<file path="src/sv/ris_pkg.sv">
// ============================================================================
// ris_pkg
// Shared constants, codes and types of the inode slot table.
// ============================================================================
package ris_pkg;

    localparam int TABLE_SLOTS     = 64;
    localparam int INODES_IN_BLOCK = 64;
    localparam int INODE_BYTES     = 64;

    localparam int SLOT_W = (TABLE_SLOTS > 1) ? $clog2(TABLE_SLOTS) : 1;

    // floor(inode / INODES_IN_BLOCK) = (inode * DIV_MUL) >> DIV_SH for 16-bit inodes
    localparam int     DIV_SH    = 16 + $clog2(INODES_IN_BLOCK);
    localparam longint DIV_MUL_L = ((longint'(1) << DIV_SH) + INODES_IN_BLOCK - 1)
                                   / INODES_IN_BLOCK;
    localparam logic [16:0] DIV_MUL     = 17'(DIV_MUL_L);
    localparam logic [8:0]  DIV_K       = 9'(INODES_IN_BLOCK);
    localparam logic [8:0]  INO_BYTES_K = 9'(INODE_BYTES);

    localparam logic [1:0] OP_GET   = 2'd0;
    localparam logic [1:0] OP_PUT   = 2'd1;
    localparam logic [1:0] OP_CLEAR = 2'd2;

    localparam logic [2:0] ST_HIT        = 3'd0;
    localparam logic [2:0] ST_LOAD       = 3'd1;
    localparam logic [2:0] ST_FULL       = 3'd2;
    localparam logic [2:0] ST_PUT_UNUSED = 3'd3;
    localparam logic [2:0] ST_PUT_HELD   = 3'd4;
    localparam logic [2:0] ST_WRITEBACK  = 3'd5;
    localparam logic [2:0] ST_CLEARED    = 3'd6;
    localparam logic [2:0] ST_SATURATED  = 3'd7;

    localparam logic [7:0] CNT_MAX = 8'hFF;

    // search item travelling down the cell row
    typedef struct packed {
        logic              vld;
        logic [1:0]        op;
        logic [15:0]       inode;
        logic [5:0]        sel;
        logic              hit;
        logic [SLOT_W-1:0] hit_idx;
        logic [7:0]        hit_cnt;
        logic              free;
        logic [SLOT_W-1:0] free_idx;
        logic [7:0]        sel_cnt;
        logic [15:0]       sel_inode;
    } tok_t;

    // update broadcast to all cells
    typedef struct packed {
        logic              en;
        logic              clr_all;
        logic [SLOT_W-1:0] idx;
        logic              ld_inode;
        logic [15:0]       inode;
        logic [7:0]        cnt;
    } wr_t;

    function automatic logic [5:0] slot6(input logic [SLOT_W-1:0] i);
        logic [8:0] w;
        w = 9'(i);
        return w[5:0];
    endfunction

endpackage

</file>
<file path="src/sv/ris_locate.sv">
// ============================================================================
// ris_locate
// Four-stage unit: disk block and byte offset of an inode.
// ============================================================================
module ris_locate
    import ris_pkg::*;
(
    input  logic        clk,
    input  logic        rst_n,
    input  logic        start,
    input  logic [15:0] inode,
    input  logic [15:0] base,
    output logic        done,
    output logic [15:0] block,
    output logic [11:0] offset
);

    logic        v1_reg, v2_reg, v3_reg, v4_reg;
    logic [15:0] ino1_reg, ino2_reg;
    logic [15:0] base1_reg, base2_reg, base3_reg;
    logic [40:0] prod1_reg;
    logic [15:0] q_w;
    logic [15:0] q2_reg, q3_reg;
    logic [24:0] qd2_reg;
    logic [16:0] r_ext;
    logic [7:0]  r3_reg;
    logic [16:0] off_prod;
    logic [15:0] block_reg;
    logic [11:0] off_reg;

    assign q_w      = prod1_reg[DIV_SH +: 16];
    assign r_ext    = 17'(ino2_reg) - qd2_reg[16:0];
    assign off_prod = 17'(r3_reg) * 17'(INO_BYTES_K);

    always_ff @(posedge clk or negedge rst_n)
    begin
        if (!rst_n)
        begin
            v1_reg <= 1'b0;
            v2_reg <= 1'b0;
            v3_reg <= 1'b0;
            v4_reg <= 1'b0;
        end
        else
        begin
            v1_reg <= start;
            v2_reg <= v1_reg;
            v3_reg <= v2_reg;
            v4_reg <= v3_reg;
        end
    end

    always_ff @(posedge clk)
    begin
        ino1_reg  <= inode;
        base1_reg <= base;
        prod1_reg <= 41'(inode) * 41'(DIV_MUL);

        ino2_reg  <= ino1_reg;
        base2_reg <= base1_reg;
        q2_reg    <= q_w;
        qd2_reg   <= 25'(q_w) * 25'(DIV_K);

        base3_reg <= base2_reg;
        if (r_ext >= 17'(DIV_K))
        begin
            q3_reg <= q2_reg + 16'd1;
            r3_reg <= 8'(r_ext - 17'(DIV_K));
        end
        else
        begin
            q3_reg <= q2_reg;
            r3_reg <= 8'(r_ext);
        end

        block_reg <= base3_reg + q3_reg;
        off_reg   <= off_prod[11:0];
    end

    assign done   = v4_reg;
    assign block  = block_reg;
    assign offset = off_reg;

endmodule

</file>
<file path="config.mk">
export PLATFORM = sky130hd
export DESIGN_NAME = ris_locate
export DESIGN_NICKNAME = d
export VERILOG_FILES = /design/src/sv/ris_pkg.sv /design/src/sv/ris_locate.sv
export SDC_FILE = /design/constraint.sdc
export NUM_CORES = 1
export LEC_CHECK = 0
export BUFFER_PORTS_ARGS = -buffer_cell sky130_fd_sc_hd__buf_2
export CAP_MARGIN = 15
export CORE_UTILIZATION = 46
export CTS_CLUSTER_DIAMETER = 150
export CTS_CLUSTER_SIZE = 14
export DETAILED_ROUTE_END_ITERATION = 6
export MAX_ROUTING_LAYER = met4
export PLACE_DENSITY = 0.79
export REMOVE_ABC_BUFFERS = 1
export SKIP_CTS_REPAIR_TIMING = 1
export SLEW_MARGIN = 20
export SYNTH_ARGS = -nofsm -noshare
export SYNTH_HDL_FRONTEND = slang
export SYNTH_SLANG_ARGS = --single-unit
</file>
<file path="constraint.sdc">
create_clock -name clk -period 2 [get_ports clk]
set_input_delay 0.2 -clock clk [delete_from_list [all_inputs] [get_ports clk]]
set_output_delay 0.2 -clock clk [all_outputs]
set_load 0.01 [all_outputs]
</file>
## Word level (Yosys, flattened, before mapping)

Cells that the tools add are included.

| word-level totals | value |
|---|---|
| flip-flop bits (word level) | 138 |
| latch bits | 0 |
| memory bits (writable) | 0 |
| ROM bits | 0 |
| bits of input ports | 35 |
| output and inout port bits | 29 |
| logic and storage cells | 23 |
| memories | 0 |

| operators by class | value |
|---|---|
| add/sub/neg operators | 4 |
| multiply operators | 0 |
| divide/modulo/power cells | 0 |
| $lt $le $gt $ge | 1 |
| eq/ne operators | 0 |
| shifts and indexed selects | 0 |
| mux-type cells | 2 |
| bitwise gates (word level) | 0 |
| reductions and logical operators | 0 |

Operators with widths:

| kind | count |
|---|---|
| $ge 17x7->1 const B | 1 |
| $sub 16x16->17 | 1 |
| $add 16x16->16 | 1 |
| $add 10x1->11 const B | 1 |
| $mux 10 | 1 |
| $mux 6 | 1 |
| $sub 6x1->6 const B | 1 |

## Depth between registers and ports, before layout

Gate-level depths: netlist of run 1.

| depth | value |
|---|---|
| depth in word-level cells | 3 |
| mapped depth | 7 |
| gate-level depth less buffers | 7 |

## Worst setup path after synthesis of run 1

No wires, ideal clock.

| timing | value |
|---|---|
| path kind | register to register |
| from | register base3_reg[0] |
| to | register block_reg[14] (netlist: block[14]) |
| setup time | 0.118 ns |
| data arrival time | 1.918 ns |
| required time | 1.882 ns |
| slack | -0.036 ns |
| cell stages (with the launch flop) | 8 |
| buffers on the path | 0 |
| clock period less this slack | 2.036 ns |
| cell sequence | dfxtp_1 > ha_1 > fa_1 > a21o_1 > a221o_1 > a21oi_2 > and3b_1 > xor2_1 |

| between the ends | value |
|---|---|
| word-level cells in the longest chain between the ends | 1 |

Ends and longest elaborated chain:

| item | RTL line | source |
|---|---|---|
| from (decl) | ris_locate.sv:20 | `logic [15:0] base1_reg, base2_reg, base3_reg;` |
| from (signal assigned) | ris_locate.sv:64 | `base3_reg <= base2_reg;` |
| $add 16x16->16 | ris_locate.sv:76 | `block_reg <= base3_reg + q3_reg;` |
| to (signal assigned) | ris_locate.sv:76 |  |
| to (decl) | ris_locate.sv:28 | `logic [15:0] block_reg;` |

No other way between the ends.
A chain may end at the register's enable or synchronous reset.

## Final worst setup path of run 1

Ends and elaborated chain as after synthesis.

==> results of run 1 <==
[logic make-up (layout without fill, tap and decap cells)]
kind of cell	Yosys count	in the layout	synth area share, %
buffers and inverters	6	126	1.48
xor gates and xnor gates	13	13	3.75
and+or+nand+nor	17	17	2.97
AOI/OAI and AO/OA	26	26	5.85
adders and majority gates	11	11	4.78
other	1	6	0.123
DFF	122	122	81.1
[per-stage QoR]
stage	utilization (%)	setup slack, ps
6_report	68.0	-24.6
5_1_grt	68.0	-106
4_1_cts	62.4	-117
3_5_place_dp	53.9	-113
3_3_place_gp	53.9	-65.7
2_1_floorplan	-	-36.1
[layout make-up]
cell class / count / share of cell area, %
clock buffer: 23 / 11.5
timing repair buffer: 97 / 15.5
sequential: 122 / 57.0
multi-input combinational: 73 / 12.8
clock inverter: 6 / 0.927
tap: 77 / 2.23
[report_power, final]
| part | switching, mW | internal, mW | leakage (nW) |
|---|---|---|---|
| clock network | 0.960 | 1.69 | 0.256 |
| registers | 0.0420 | 2.60 | 1.04 |
| logic | 0.164 | 0.190 | 0.675 |
[per-layer routing]
metal / track usage (%) / vias up / routed length [um]
met5: - / - / 0
met4: 8.62 / 0 / 126
met3: 7.55 / 14 / 268
met2: 22.4 / 46 / 2620
met1: 12.9 / 806 / 1840
li1: - / 872 / -
[worst min-delay path by stage]
| stage | start | depth (start not counted) | endpoint |
|---|---|---|---|
| final | rst_n | 2 | done |
| after global routing | rst_n | 2 | v1_reg |
| after CTS | rst_n | 1 | v1_reg |
| after detailed placement | rst_n | 1 | done |
| after global placement | rst_n | 1 | v1_reg |
| after floorplan | rst_n | 0 | done |
[cell usage in the layout (no fill, tap or decap), types with 3 or more instances in the layout]
cell type,n
sky130_fd_sc_hd__a21o_1,5
sky130_fd_sc_hd__a21oi_1,6
sky130_fd_sc_hd__and3_1,3
sky130_fd_sc_hd__buf_2,57
sky130_fd_sc_hd__buf_4,6
sky130_fd_sc_hd__clkbuf_16,16
sky130_fd_sc_hd__clkbuf_8,7
sky130_fd_sc_hd__clkinvlp_4,4
sky130_fd_sc_hd__conb_1,6
sky130_fd_sc_hd__dfrtp_1,4
sky130_fd_sc_hd__dfxtp_1,118
sky130_fd_sc_hd__dlygate4sd3_1,34
sky130_fd_sc_hd__ha_1,9
sky130_fd_sc_hd__nand2_1,3
sky130_fd_sc_hd__nor2_1,5
sky130_fd_sc_hd__o21ai_0,4
sky130_fd_sc_hd__xnor2_1,5
sky130_fd_sc_hd__xor2_1,8
[worst reg2reg max path, delay by kind of cell (launching register included)]
family          cells  cell delay (ps)
compound gates      3              750
xor+xnor            1              130
fa+ha+maj           2              530
flops               1              300
simple gates        1              210
==> metrics, run 1 <==
run status=finished with violations; violated checks=negative setup slack; logic depth of the worst path, buffers included=7; global placer's final weighted congestion=0.711; multi-input gate area in the final layout=554 sq um; startpoint of the worst-slack reg-to-reg timing path=base3_reg[0]; GR Util All Layers=between 10 and 15%; endpoint arrival time on the critical path=around 2400 ps; leading register cell type out of synthesis=sky130_fd_sc_hd__dfxtp_1; post-synthesis register bit count=122; final instance count without filler cells=roughly 400; most frequent cell after synthesis=sky130_fd_sc_hd__dfxtp_1; total number of placement rows=29; family with the most delay on the worst path=compound AO/OA/AOI/OAI gates; fraction of the cycle the final worst path needs=101%; worst stage delay on the critical path=between 300 and 400 ps; setup slack of the most critical reg-to-reg path=-20 ps; maximum clock path buffer count=2; starting density of the core=47.8%; Die Area=0.00693 sq mm; list of most frequent post-synthesis cells=sky130_fd_sc_hd__dfxtp_1, sky130_fd_sc_hd__ha_1, sky130_fd_sc_hd__xor2_1; Layout fillers=412; H-Tree Depth=4; Clk Tree Root Cell=sky130_fd_sc_hd__clkbuf_8; max-slew violation count=0; first-pass iteration count of the detailed router=4; Synth top area share=77.8%; Async S/R FF share, synth=between 3 and 4%; Clock Latency Late Sink=490 ps; area used by sequential logic in the layout=roughly 0.0025 sq mm; count of distinct cell types in the synthesized netlist=26; Buffers & Inverters on Critical Path=0; initial antenna violation count=0; Critical Path End Type=flop; shortest clock period the worst path allows after layout=just over 2000 ps; leading post-synthesis cells by cell area=sky130_fd_sc_hd__dfxtp_1, sky130_fd_sc_hd__ha_1, sky130_fd_sc_hd__dfrtp_1, sky130_fd_sc_hd__xor2_1, sky130_fd_sc_hd__buf_4; number of endpoints failing setup at the final stage=1; IR Drop Worst-Case VDD=0.00105 V; critical path class=flop to flop; synthesis-to-finish area growth=42.2%; number of nets with antenna violations after routing=0; capture point of the worst reg-to-reg path=block[14]; via/cell ratio=4.37; number of design rule violations left after detail routing=0; share of layout cells above drive strength 1=a little under a third; length in cells of the worst reg-to-reg path=7; number of enable-type register cells in the synthesized netlist=0; number of global-route vias before repair=1613; dpl hpwl=2480 um; sequential share of the synthesized area=between 80% and 90%; cell-by-cell listing of the critical path=ha_2 > fa_2 > a21o_1 > a221o_1 > a21oi_2 > and3b_1 > xor2_1; Data required, critical path=2390 ps; 1st-iter DRT viols=62; diode count=0; CP max stage cell=sky130_fd_sc_hd__a221o_1; cells after synthesis=196; Core Box Area=0.00635 sq mm; Pwr per Cell Area=between 1000 and 1500 mW/mm^2; clock transition time at the flip-flop clock pins of the worst setup and hold paths=50 ps; number of failing hold endpoints at the final stage=0; element type at the critical path start=flop; Chip Height=83.3 um; RSZ-0062 raised after global routing=yes; post-route design area=0.00432 sq mm; crit path capture=block[14]; Synth Warn #=0; Maximum Capacitance Violations=0; area after detailed placement=0.00342 sq mm; Sum Neg Setup Slack=-24.6 ps; # IOs=64; clock sink count=122; Hold Path Class=input pin to async pin; die boundary width=83.3 um; leakage power=1.97 nW; Max Clock Freq=494 MHz; total grt overflow=0; global-route wire length before repair=6890 um; Final WS setup=-24.6 ps; Worst Hold Slack=38.8 ps; Placed Instances=333; Routed WL per cell=12.2 um; TritonCTS clock tree=yes; critical path launch point=base3_reg[0]; post-synth design cell area=0.00304 sq mm; number of nets in the layout=357; count of port buffers added during placement=57; critical path peak fanout=3; area leader, netlist=sky130_fd_sc_hd__dfxtp_1; largest net degree at the start of global routing=17; total vias in the final route=1738; Avg Cell Area, Syn=roughly 15 sq um; clock buffer count from CTS=17; post-layout total power=~5.6 mW; final clock skew=6.51 ps; wire length reported by the detailed router=4850 um
(Power assumes the default switching activity.)
==> inputs of run 2 (changes only) <==
==> constraint.sdc (replaced) <==
create_clock -name clk -period 2 [get_ports clk]
set_input_delay 0.4 -clock clk [delete_from_list [all_inputs] [get_ports clk]]
set_output_delay 0.4 -clock clk [all_outputs]
set_load 0.01 [all_outputs]
==> run 2 against run 1 <==
Against the previous run:
- the run still ends with negative setup slack left
- core utilization is 0.16 points lower
- hold slack worse by 13 ps
- non-clock buffer count is 1 lower
- largest cell class unchanged
- critical path depth stayed put
- worst setup slack better by 2.8 ps
- critical path type unchanged
- clock-buffer cell count stayed put
- sequential power hardly changed
- fmax is 0.14% higher
- final cell count is 0.25% lower
- clock skew hardly changed
==> metrics, run 2 (synthesis gave the netlist of run 1 again) <==
Post-Route Utilization=67.9%; clock sink count=122; TritonCTS clock tree=yes; maximum clock path buffer count=2; global-route wire length before repair=6890 um; Hold Crit Start=base[14]; Data required, critical path=2390 ps; fraction of the cycle the final worst path needs=101%; most common library cell in the layout ignoring fill and taps=sky130_fd_sc_hd__dfxtp_1; H-Tree Depth=4; total grt overflow=0; endpoint arrival time on the critical path=2410 ps; Clk Tree Root Cell=sky130_fd_sc_hd__clkbuf_8; violated checks=negative setup slack; wire length reported by the detailed router=4610 um; max-slew violation count=0; Chip Height=~83 um; final clock skew=6.36 ps; leakage power=1.97 nW; number of design rule violations left after detail routing=0; number of nets with antenna violations after routing=0; Maximum Capacitance Violations=0; area after detailed placement=0.00342 sq mm; number of failing hold endpoints at the final stage=0; Max Clock Freq=about 490 MHz; Final WS setup=-21.7 ps; # IOs=64; number of global-route vias before repair=1613; die boundary width=83.3 um; startpoint of the worst-slack reg-to-reg timing path=base3_reg[0]; Core Box Area=0.00635 sq mm; via/cell ratio=4.32; starting density of the core=between 40% and 50%; post-route design area=0.00431 sq mm; diode count=0; 1st-iter DRT viols=69; dpl hpwl=2480 um; critical path launch point=base3_reg[0]; critical path class=flop to flop; share of layout cells above drive strength 1=30.3%; Die Area=approximately 0.0069 sq mm; Pwr per Cell Area=1310 mW/mm^2; first-pass iteration count of the detailed router=4; clock transition time at the flip-flop clock pins of the worst setup and hold paths=60 ps; number of endpoints failing setup at the final stage=1; initial antenna violation count=0; global placer's final weighted congestion=slightly above 0.7; element type at the critical path start=flop; largest net degree at the start of global routing=17; synthesis-to-finish area growth=41.9%; Hold Path Class=input pin to flop; Critical Path End Type=flop; clock buffer count from CTS=17; shortest clock period the worst path allows after layout=2020 ps; critical path peak fanout=3; total number of placement rows=29; Clock Latency Late Sink=490 ps; Routed WL per cell=11.6 um; count of port buffers added during placement=57; total vias in the final route=approximately 1700; RSZ-0062 raised after global routing=yes; number of nets in the layout=356; run status=finished with violations; GR Util All Layers=between 10 and 15%; commonest non-fill, non-tap cells in the layout=sky130_fd_sc_hd__dfxtp_1, sky130_fd_sc_hd__buf_2, sky130_fd_sc_hd__dlygate4sd3_1; IR Drop Worst-Case VDD=0.00111 V
[run 2: changes by cell type in the layout (fill, tap and decap cells not counted)]
cell,change
sky130_fd_sc_hd__dlygate4sd3_1,-1
[run 2: layout make-up]
| cell class | instances | area, sq um |
|---|---|---|
| Fill cell | 412 | 2040 |
| Sequential cell | 122 | 2460 |
| Clock inverter | 6 | 40.0 |
| Timing Repair Buffer | 96 | 661 |
| Multi-Input combinational cell | 73 | 554 |
| Clock buffer | 23 | 497 |
| Tap cell | 77 | 96.3 |
[run 2: power breakdown]
group / switching [mW] / internal (mW)
sequential: 0.0420 / 2.60
combinational: 0.162 / 0.189
clock: 0.958 / 1.69
[run 2: worst paths after layout]
check	slack, ps	end	cells after the start
min in group asynchronous	240	done	2
worst max register to register	-20	block[14]	7
worst min register to register	320	base2_reg[3]	0
worst min-delay path	30	base1_reg[14]	1
max in group asynchronous	1640	v3_reg	2
worst max-delay path	-20	block[14]	7
[run 2: per-stage QoR]
stage | cells | setup TNS [ps] | power (mW) | hold slack (ps) | setup WS, ps
global route | 397 | -127 | 5.86 | 4.01 | -106
detailed placement | 333 | -113 | 2.98 | 211 | -113
CTS | 362 | -126 | 5.65 | -315 | -117
finish | 397 | -21.7 | 5.64 | 25.3 | -21.7
global placement | 333 | -65.7 | 2.97 | 206 | -65.7
floorplan | 195 | -36.1 | 2.85 | 104 | -36.1
[run 2: routing by layer]
layer / share of wire [%] / wire, um / GRT usage [%]
met5: 0 / 0 / -
met4: 2.6 / 119 / 8.62
met3: 5.9 / 270 / 7.55
met2: 51 / 2370 / 22.4
met1: 40 / 1850 / 12.9
[run 2: worst max-delay path, cell delays in order (launching register included)]
cell and delay (ps):
sky130_fd_sc_hd__dfxtp_1 300, sky130_fd_sc_hd__ha_2 190, sky130_fd_sc_hd__fa_2 340, sky130_fd_sc_hd__a21o_1 180
sky130_fd_sc_hd__a221o_1 380, sky130_fd_sc_hd__a21oi_2 190, sky130_fd_sc_hd__and3b_1 210, sky130_fd_sc_hd__xor2_1 130
